## config.mk

```make
export PLATFORM = sky130hd
export DESIGN_NAME = seven_segment_serial_driver
export DESIGN_NICKNAME = d
export VERILOG_FILES = /design/src/rtl/ssd_pkg.sv /design/src/rtl/ssd_front.sv /design/src/rtl/ssd_queue.sv /design/src/rtl/ssd_back.sv /design/src/rtl/seven_segment_serial_driver.sv
export SDC_FILE = /design/constraint.sdc
export NUM_CORES = 1
export LEC_CHECK = 0
export BUFFER_PORTS_ARGS = -buffer_cell sky130_fd_sc_hd__buf_4
export CORE_MARGIN = 2
export CORE_UTILIZATION = 31
export CTS_BUF_LIST = sky130_fd_sc_hd__clkbuf_4 sky130_fd_sc_hd__clkbuf_8
export CTS_CLUSTER_DIAMETER = 150
export DETAILED_ROUTE_END_ITERATION = 8
export GPL_ROUTABILITY_DRIVEN = 1
export SYNTH_ARGS = -nofsm -noshare
export SYNTH_HDL_FRONTEND = slang
export SYNTH_SLANG_ARGS = --single-unit
```

## constraint.sdc

```tcl
create_clock -name clk -period 5.55 [get_ports clk]
set_input_delay 1.11 -clock clk [delete_from_list [all_inputs] [get_ports clk]]
set_output_delay 1.11 -clock clk [all_outputs]
set_load 0.02 [all_outputs]
```

## src/rtl/ssd_pkg.sv

```systemverilog
// Shared types, constants and the glyph table for the seven-segment serial driver.
// No dependencies; every other file in rtl/ refers to this package by scoped names.
`timescale 1ns / 1ps

package ssd_pkg;

	localparam int NumDigitsDefault = 8;
	localparam int QueueDepth       = 2;
	localparam int PatternWidth     = 8;
	localparam int SelectWidth      = 3;
	localparam int BitCountWidth    = $clog2(PatternWidth);

	// Item kind codes
	localparam logic [1:0] KIND_RAW   = 2'd0;
	localparam logic [1:0] KIND_DIGIT = 2'd1;
	localparam logic [1:0] KIND_CHAR  = 2'd2;

	localparam logic [7:0] CHAR_DASH       = 8'h2d;
	localparam logic [7:0] CHAR_UNDERSCORE = 8'h5f;
	localparam logic [7:0] CHAR_ZERO       = 8'h30;
	localparam logic [7:0] CHAR_NINE       = 8'h39;

	localparam logic [7:0] GLYPH_DASH       = 8'h40;
	localparam logic [7:0] GLYPH_UNDERSCORE = 8'h08;
	localparam logic [7:0] DOT_MASK         = 8'h80;

	// One classified byte waiting for the shifter
	typedef struct packed {
		logic [SelectWidth-1:0]  sel;
		logic [PatternWidth-1:0] pattern;
	} seg_entry_t;

	// Queue status seen by front and back
	typedef struct packed {
		logic full;
		logic empty;
	} q_status_t;

	// Common-cathode glyph for 0..9; callers guarantee the range
	function automatic logic [7:0] glyph(input logic [3:0] d);
		logic [7:0] g;
		case (d)
			4'd0: g = 8'h3f;
			4'd1: g = 8'h06;
			4'd2: g = 8'h5b;
			4'd3: g = 8'h4f;
			4'd4: g = 8'h66;
			4'd5: g = 8'h6d;
			4'd6: g = 8'h7d;
			4'd7: g = 8'h07;
			4'd8: g = 8'h7f;
			4'd9: g = 8'h6f;
			default: g = 8'h00;
		endcase
		return g;
	endfunction

endpackage

```

## src/rtl/ssd_front.sv

```systemverilog
// Front end: accepts items, builds the segment byte and tracks the digit select.
// Depends on ssd_pkg; writes classified bytes into ssd_queue.
`timescale 1ns / 1ps

module ssd_front #(
	parameter int NUM_DIGITS = ssd_pkg::NumDigitsDefault
) (
	input  logic                clk,
	input  logic                arst_n,
	input  logic                push,
	input  logic [1:0]          kind,
	input  logic [7:0]          position,
	input  logic [7:0]          value,
	input  logic                dot,
	input  ssd_pkg::q_status_t  q_status,
	output logic                full,
	output logic                q_push,
	output ssd_pkg::seg_entry_t q_wdata
);

	logic [ssd_pkg::SelectWidth-1:0] select_q;
	logic [ssd_pkg::SelectWidth-1:0] select_next;
	logic [7:0]                      pattern;
	logic                            has_pattern;
	logic                            accept;
	logic                            pos_ok;
	logic [7:0]                      char_off;

	assign full     = q_status.full;
	assign accept   = push && !q_status.full;
	assign pos_ok   = position < 8'(NUM_DIGITS);
	assign char_off = value - ssd_pkg::CHAR_ZERO;

	// Classify the beat
	always_comb begin
		pattern     = value;
		has_pattern = 1'b0;
		case (kind)
			ssd_pkg::KIND_RAW: begin
				has_pattern = 1'b1;
			end
			ssd_pkg::KIND_DIGIT: begin
				has_pattern = value <= 8'd9;
				pattern     = ssd_pkg::glyph(value[3:0]) | (dot ? ssd_pkg::DOT_MASK : 8'h00);
			end
			ssd_pkg::KIND_CHAR: begin
				if (value == ssd_pkg::CHAR_DASH) begin
					has_pattern = 1'b1;
					pattern     = ssd_pkg::GLYPH_DASH;
				end else if (value == ssd_pkg::CHAR_UNDERSCORE) begin
					has_pattern = 1'b1;
					pattern     = ssd_pkg::GLYPH_UNDERSCORE;
				end else begin
					has_pattern = value >= ssd_pkg::CHAR_ZERO && value <= ssd_pkg::CHAR_NINE;
					pattern     = ssd_pkg::glyph(char_off[3:0]);
				end
			end
			default: begin
				has_pattern = 1'b0;
			end
		endcase
	end

	// Hold the select unless a producing beat names a valid position
	assign select_next = (has_pattern && pos_ok) ?
		position[ssd_pkg::SelectWidth-1:0] : select_q;

	always_ff @(posedge clk or negedge arst_n) begin
		if (!arst_n) begin
			select_q <= '0;
		end else if (accept) begin
			select_q <= select_next;
		end
	end

	// Drop beats that give no pattern
	assign q_push          = accept && has_pattern;
	assign q_wdata.sel     = select_next;
	assign q_wdata.pattern = pattern;

endmodule

```

## src/rtl/ssd_queue.sv

```systemverilog
// Short FIFO of classified bytes between front end and shifter.
// Depends on ssd_pkg for the entry and status types.
`timescale 1ns / 1ps

module ssd_queue (
	input  logic                clk,
	input  logic                arst_n,
	input  logic                wr,
	input  ssd_pkg::seg_entry_t wdata,
	input  logic                rd,
	output ssd_pkg::seg_entry_t rdata,
	output ssd_pkg::q_status_t  status
);

	localparam int Depth = ssd_pkg::QueueDepth;
	localparam int PtrW  = (Depth > 1) ? $clog2(Depth) : 1;
	localparam int CntW  = $clog2(Depth + 1);

	ssd_pkg::seg_entry_t mem_q [Depth];
	logic [PtrW-1:0]     wptr_q;
	logic [PtrW-1:0]     rptr_q;
	logic [CntW-1:0]     count_q;

	assign status.full  = count_q == CntW'(Depth);
	assign status.empty = count_q == '0;
	assign rdata        = mem_q[rptr_q];

	always_ff @(posedge clk) begin
		if (wr) begin
			mem_q[wptr_q] <= wdata;
		end
	end

	always_ff @(posedge clk or negedge arst_n) begin
		if (!arst_n) begin
			wptr_q  <= '0;
			rptr_q  <= '0;
			count_q <= '0;
		end else begin
			if (wr) begin
				wptr_q <= (wptr_q == PtrW'(Depth - 1)) ? '0 : wptr_q + 1'b1;
			end
			if (rd) begin
				rptr_q <= (rptr_q == PtrW'(Depth - 1)) ? '0 : rptr_q + 1'b1;
			end
			case ({wr, rd})
				2'b10:   count_q <= count_q + 1'b1;
				2'b01:   count_q <= count_q - 1'b1;
				default: count_q <= count_q;
			endcase
		end
	end

	a_no_overflow: assert property (@(posedge clk) disable iff (!arst_n)
		wr |-> !status.full) else $error("queue written while full");
	a_no_underflow: assert property (@(posedge clk) disable iff (!arst_n)
		rd |-> !status.empty) else $error("queue read while empty");
	a_count_range: assert property (@(posedge clk) disable iff (!arst_n)
		count_q <= CntW'(Depth)) else $error("queue count out of range");

endmodule

```

## src/rtl/ssd_back.sv

```systemverilog
// Back end: shifts each queued byte out MSB first, one result per pop.
// Depends on ssd_pkg; reads bytes from ssd_queue.
`timescale 1ns / 1ps

module ssd_back (
	input  logic                            clk,
	input  logic                            arst_n,
	input  ssd_pkg::q_status_t              q_status,
	input  ssd_pkg::seg_entry_t             q_rdata,
	output logic                            q_pop,
	input  logic                            pop,
	output logic                            empty,
	output logic [ssd_pkg::SelectWidth-1:0] digit_select,
	output logic                            serial_bit,
	output logic                            latch
);

	logic                              busy_q;
	logic [ssd_pkg::BitCountWidth-1:0] cnt_q;
	logic [ssd_pkg::PatternWidth-1:0]  shift_q;
	logic [ssd_pkg::SelectWidth-1:0]   sel_q;
	logic                              taken;
	logic                              last;

	assign empty        = !busy_q;
	assign digit_select = sel_q;
	assign serial_bit   = shift_q[ssd_pkg::PatternWidth-1];
	assign last         = cnt_q == ssd_pkg::BitCountWidth'(ssd_pkg::PatternWidth - 1);
	assign latch        = last;
	assign taken        = pop && busy_q;
	// Load a new byte when idle or as the last bit leaves
	assign q_pop        = !q_status.empty && (!busy_q || (taken && last));

	always_ff @(posedge clk) begin
		if (q_pop) begin
			shift_q <= q_rdata.pattern;
			sel_q   <= q_rdata.sel;
		end else if (taken) begin
			shift_q <= {shift_q[ssd_pkg::PatternWidth-2:0], 1'b0};
		end
	end

	always_ff @(posedge clk or negedge arst_n) begin
		if (!arst_n) begin
			busy_q <= 1'b0;
			cnt_q  <= '0;
		end else if (q_pop) begin
			busy_q <= 1'b1;
			cnt_q  <= '0;
		end else if (taken) begin
			busy_q <= !last;
			cnt_q  <= cnt_q + 1'b1;
		end
	end

	a_idle_count: assert property (@(posedge clk) disable iff (!arst_n)
		!busy_q |-> cnt_q == '0) else $error("bit count not cleared when idle");
	a_advance: assert property (@(posedge clk) disable iff (!arst_n)
		(taken && !last) |=> busy_q && cnt_q == $past(cnt_q) + 1'b1)
		else $error("shifter failed to advance");
	a_drain: assert property (@(posedge clk) disable iff (!arst_n)
		(taken && last && q_status.empty) |=> empty) else $error("shifter stuck after byte");

endmodule

```

## src/rtl/seven_segment_serial_driver.sv

```systemverilog
// Top level of the seven-segment serial driver: front end, byte queue, shifter.
// Depends on ssd_pkg, ssd_front, ssd_queue and ssd_back.
`timescale 1ns / 1ps

// Takes one display beat (kind, position, value, dot) and turns it into an
// 8-bit common-cathode segment byte (bit 7 is the decimal point), which is
// then shifted out MSB first as eight result beats, each carrying the 3-bit
// digit select; the eighth beat has latch set. Raw beats send value as is,
// digit beats take 0..9 plus dot, character beats take '-', '_' and '0'..'9'.
// Anything else is dropped with no result and no change of select. A
// position at or above NUM_DIGITS keeps the previous select but the byte is
// still sent. The shifter emits one bit per pop, and a two-entry byte queue
// lets the input side take beats back to back while the shifter is busy,
// until the queue is full. When the shifter is idle, a pushed byte is written
// to the queue and then loaded into the shifter before its first result.
module seven_segment_serial_driver #(
	parameter int NUM_DIGITS = ssd_pkg::NumDigitsDefault
) (
	input  logic                            clk,
	input  logic                            arst_n,
	// input side
	input  logic                            push,
	output logic                            full,
	input  logic [1:0]                      kind,
	input  logic [7:0]                      position,
	input  logic [7:0]                      value,
	input  logic                            dot,
	// result side
	output logic                            empty,
	input  logic                            pop,
	output logic [ssd_pkg::SelectWidth-1:0] digit_select,
	output logic                            serial_bit,
	output logic                            latch
);

	ssd_pkg::q_status_t  q_status;
	ssd_pkg::seg_entry_t q_wdata;
	ssd_pkg::seg_entry_t q_rdata;
	logic                q_push;
	logic                q_pop;

	// Classify beats and keep the digit select
	ssd_front #(
		.NUM_DIGITS(NUM_DIGITS)
	) u_front (
		.clk      (clk),
		.arst_n   (arst_n),
		.push     (push),
		.kind     (kind),
		.position (position),
		.value    (value),
		.dot      (dot),
		.q_status (q_status),
		.full     (full),
		.q_push   (q_push),
		.q_wdata  (q_wdata)
	);

	// Buffer bytes so the front can keep taking beats while the shifter is mid-byte, until the queue is full
	ssd_queue u_queue (
		.clk    (clk),
		.arst_n (arst_n),
		.wr     (q_push),
		.wdata  (q_wdata),
		.rd     (q_pop),
		.rdata  (q_rdata),
		.status (q_status)
	);

	// Shift bytes out one bit per result beat
	ssd_back u_back (
		.clk          (clk),
		.arst_n       (arst_n),
		.q_status     (q_status),
		.q_rdata      (q_rdata),
		.q_pop        (q_pop),
		.pop          (pop),
		.empty        (empty),
		.digit_select (digit_select),
		.serial_bit   (serial_bit),
		.latch        (latch)
	);

endmodule
```

==> flow_summary.json <==
{
  "slew_headroom_pct": 40.3,
  "min_period_ps": 3290,
  "holdPathStages": 1,
  "fmax_ghz": 0.304,
  "syn_avg_cell_area_um2": 12.5,
  "yosysWarnings": 0,
  "yosys_register_bits": 44,
  "tns_ps": 0,
  "power_density_nw_per_um2": 329,
  "critical_path.slowest_cell": "nor2_1",
  "maxCapViolations": 0,
  "drtIter0Drc": 58,
  "hold_class": "reg -> reg",
  "antenna_found_initial": 0,
  "ant_nets": 0,
  "viasPerCell": 4.58,
  "wl_per_cell_um": 12.1,
  "pwr-share-seq_pct": 51.8,
  "switchingPower_w": 0.000230,
  "cts_tree": "built",
  "port_buffers": 29,
  "netlist.area_leader.share_pct": 44.4,
  "hold_violations": 0,
  "worstRegToRegCells": 4,
  "worst_skew_pair.late_latency_ps": 290,
  "fin_ws_ps": 2260,
  "post-cts-setup-buffer-count": 0,
  "syn-cell-area_um2": 2230,
  "track_usage_pct": 10.6,
  "crit_path_end_kind": "flip-flop",
  "crit_path_cell_trace": "buf_4 -> inv_1 -> ha_1 -> or4bb_1 -> a21oi_2 -> o31ai_1 -> nor2_1",
  "synth_area_leaders": "edfxtp_1 (44%), dfrtp_1 (12%), ha_1 (7.3%)",
  "core_um2": 6870,
  "first_pass_iters": 4,
  "p_comb_share_pct": 21.4,
  "timing.rr.start": "u_queue.count_q[1]$_DFFE_PN0P_",
  "drive_gt1_share_pct": 23.6,
  "clock_path_buffers": 2,
  "grt_max_degree": 22,
  "min_from": "u_front.select_q[0]$_DFFE_PN0P_",
  "final_common_cell": "edfxtp_1",
  "worst_ep_required_time_ps": 5460,
  "worst_clock_skew_ps": 4.97,
  "routed_wl_um": 3730,
  "first_global_vias": 1349,
  "gp_congestion": 0.898,
  "die_area_um2": 7890,
  "drc": 0,
  "worstSetupPathType": "in -> reg",
  "clock-sinks": 44,
  "postCtsHoldBufs": 0,
  "rsz0062_at_grt": "false",
  "start_util_pct": 32.5,
  "clock_power_share_pct": 26.8,
  "status": "finished, final reports clean",
  "slew_viol_final": 0,
  "synth.distinct_cells": 41,
  "dpl.hpwl_um": 2820,
  "hold_path_end": "u_front.select_q[0]$_DFFE_PN0P_",
  "vias": 1411,
  "slowest_delay_ps": 720,
  "path_max_fanout": 11,
  "numCtsBuffers": 5,
  "grt_pass1_wl_um": 6310,
  "p_leak_nw": 1.11,
  "stdcell_count": 308,
  "pre_cts_slack_ps": 1930,
  "htreeDepth": 2,
  "intPower_w": 0.000647,
  "finalCritPeriodShare_pct": 59.3,
  "post-place-cells": 300,
  "yosysTopAreaCell": "edfxtp_1",
  "netlist_instances": 179,
  "grt_overflow": 0,
  "crit_arrival_ps": 3200,
  "p_total_w": 0.000877,
  "die_width_um": 88.8,
  "peakVddDrop_v": 0.000101,
  "worstSetupStartpointType": "input port",
  "ys_seq_area_share_pct": 56.8,
  "antenna_cells": 0,
  "rows": 30,
  "cts.clk_slew.worst_paths_ps": 80,
  "regToRegSetupSlack_ps": 3360,
  "syn-num-nets": 215,
  "die_h_um": 88.8,
  "nets": 247,
  "reg2reg_to": "u_queue.mem_q[1][3]$_DFFE_PP_",
  "root_buffer": "clkbuf_8",
  "swShare_pct": 26.2,
  "post_cts_resized": 0,
  "crit_path_start": "value[1]",
  "final-setup-viol-count": 0,
  "worst_pin_slew_ps": 892,
  "io_pins": 30,
  "layout_common_cells": "edfxtp_1 (33), buf_4 (30), nor2_1 (17)",
  "syn_to_final_growth_pct": 19.6
}
flip-flops by register name (all words and copies together), names as in the netlist:
name                 flops
u_queue.mem_q           22
u_queue.wptr_q           1
u_back.shift_q           8
u_back.digit_select      3
u_front.select_q         3
u_queue.count_q          2
u_back.busy_q            1
u_queue.rptr_q           1
u_back.cnt_q             3
worst max path at each step:
stage                                          endpoint  depth (start not counted)
final                     u_queue.mem_q[1][3]$_DFFE_PP_                          7
after global routing      u_queue.mem_q[1][2]$_DFFE_PP_                          7
after CTS                 u_queue.mem_q[1][2]$_DFFE_PP_                          7
after detailed placement  u_queue.mem_q[1][2]$_DFFE_PP_                          7
after global placement    u_queue.mem_q[1][2]$_DFFE_PP_                          7
after floorplan           u_queue.mem_q[1][0]$_DFFE_PP_                          6
cell type report:
| class | count | area [um2] |
|---|---|---|
| clock buffers | 6 | 76.3 |
| clock inverters | 2 | 35.0 |
| fillers | 679 | 4200 |
| inverters | 13 | 48.8 |
| multi-input cells | 117 | 896 |
| flip-flops and latches | 44 | 1270 |
| well taps | 96 | 120 |
| repair buffers | 30 | 225 |
worst max-delay path, delay by kind of cell:
kind	cells	cell delay (ps)
compound gates	2	400
fa+ha+maj	1	170
buf+inv	2	250
simple gates	2	1260
power groups by stage:
stage          Sequential (W)  Clock (W)  Combinational [W]
6_report             0.000454   0.000235           0.000188
5_1_grt              0.000461   0.000257           0.000208
4_1_cts              0.000455   0.000244           0.000190
3_5_place_dp         0.000462          0           0.000189
3_3_place_gp         0.000461          0           0.000189
2_1_floorplan        0.000444          0           0.000146
metrics by stage:
stage               area [um2]  hold WS [ps]  util (%)
global route              2670           508      38.8
global placement          2560           468      37.2
CTS                       2670           497      38.8
finish                    2670           493      38.8
detailed placement        2560           477      37.2
floorplan                 2230           459         -
synth_stat cells:
master,instances
a211o_1,1
buf_2,1
mux2i_1,9
buf_1,1
o32a_1,1
o21ai_0,4
nand4b_1,2
o211ai_1,1
inv_1,13
xnor2_1,3
nor3_1,2
or4bb_1,1
mux2_1,3
mux2_2,8
o311ai_2,1
dfrtp_1,11
or4_1,1
o21a_1,1
a22o_1,3
or3_1,1
or3b_1,1
nor3b_1,2
a31oi_1,1
o31ai_1,3
clkbuf_1,3
o21ba_2,1
edfxtp_1,33
xor2_1,2
nand3_1,2
and3b_1,1
o22ai_1,5
a211oi_2,1
and2_1,1
a21oi_1,13
a21boi_0,1
a21oi_2,1
nand2_1,5
ha_1,13
nor2_1,17
nand2b_1,3
nor2b_1,2
cells by family (layout without fill, tap and decap cells):
family | count (synthesis) | in the layout | synth area share [%]
multiplexers | 20 | 20 | 9.59
XOR/XNOR | 5 | 5 | 1.96
AO/OA/AOI/OAI | 38 | 38 | 11.7
AND/OR/NAND/NOR | 41 | 41 | 9.65
adder cells (fa/ha/maj) | 13 | 13 | 7.29
buffers and inverters | 18 | 51 | 3.08
flip-flops | 44 | 44 | 56.8
per-layer routing:
metal  vias up  part of all wire (%)  global-route usage [%]
li1        717                     -                       -
met3         5                   5.0                    3.08
met1       656                    48                    13.8
met2        33                    45                    16.2
met4         0                   2.0                    5.10
met5         -                     0                       0
Power figures use the tool's default switching activity.
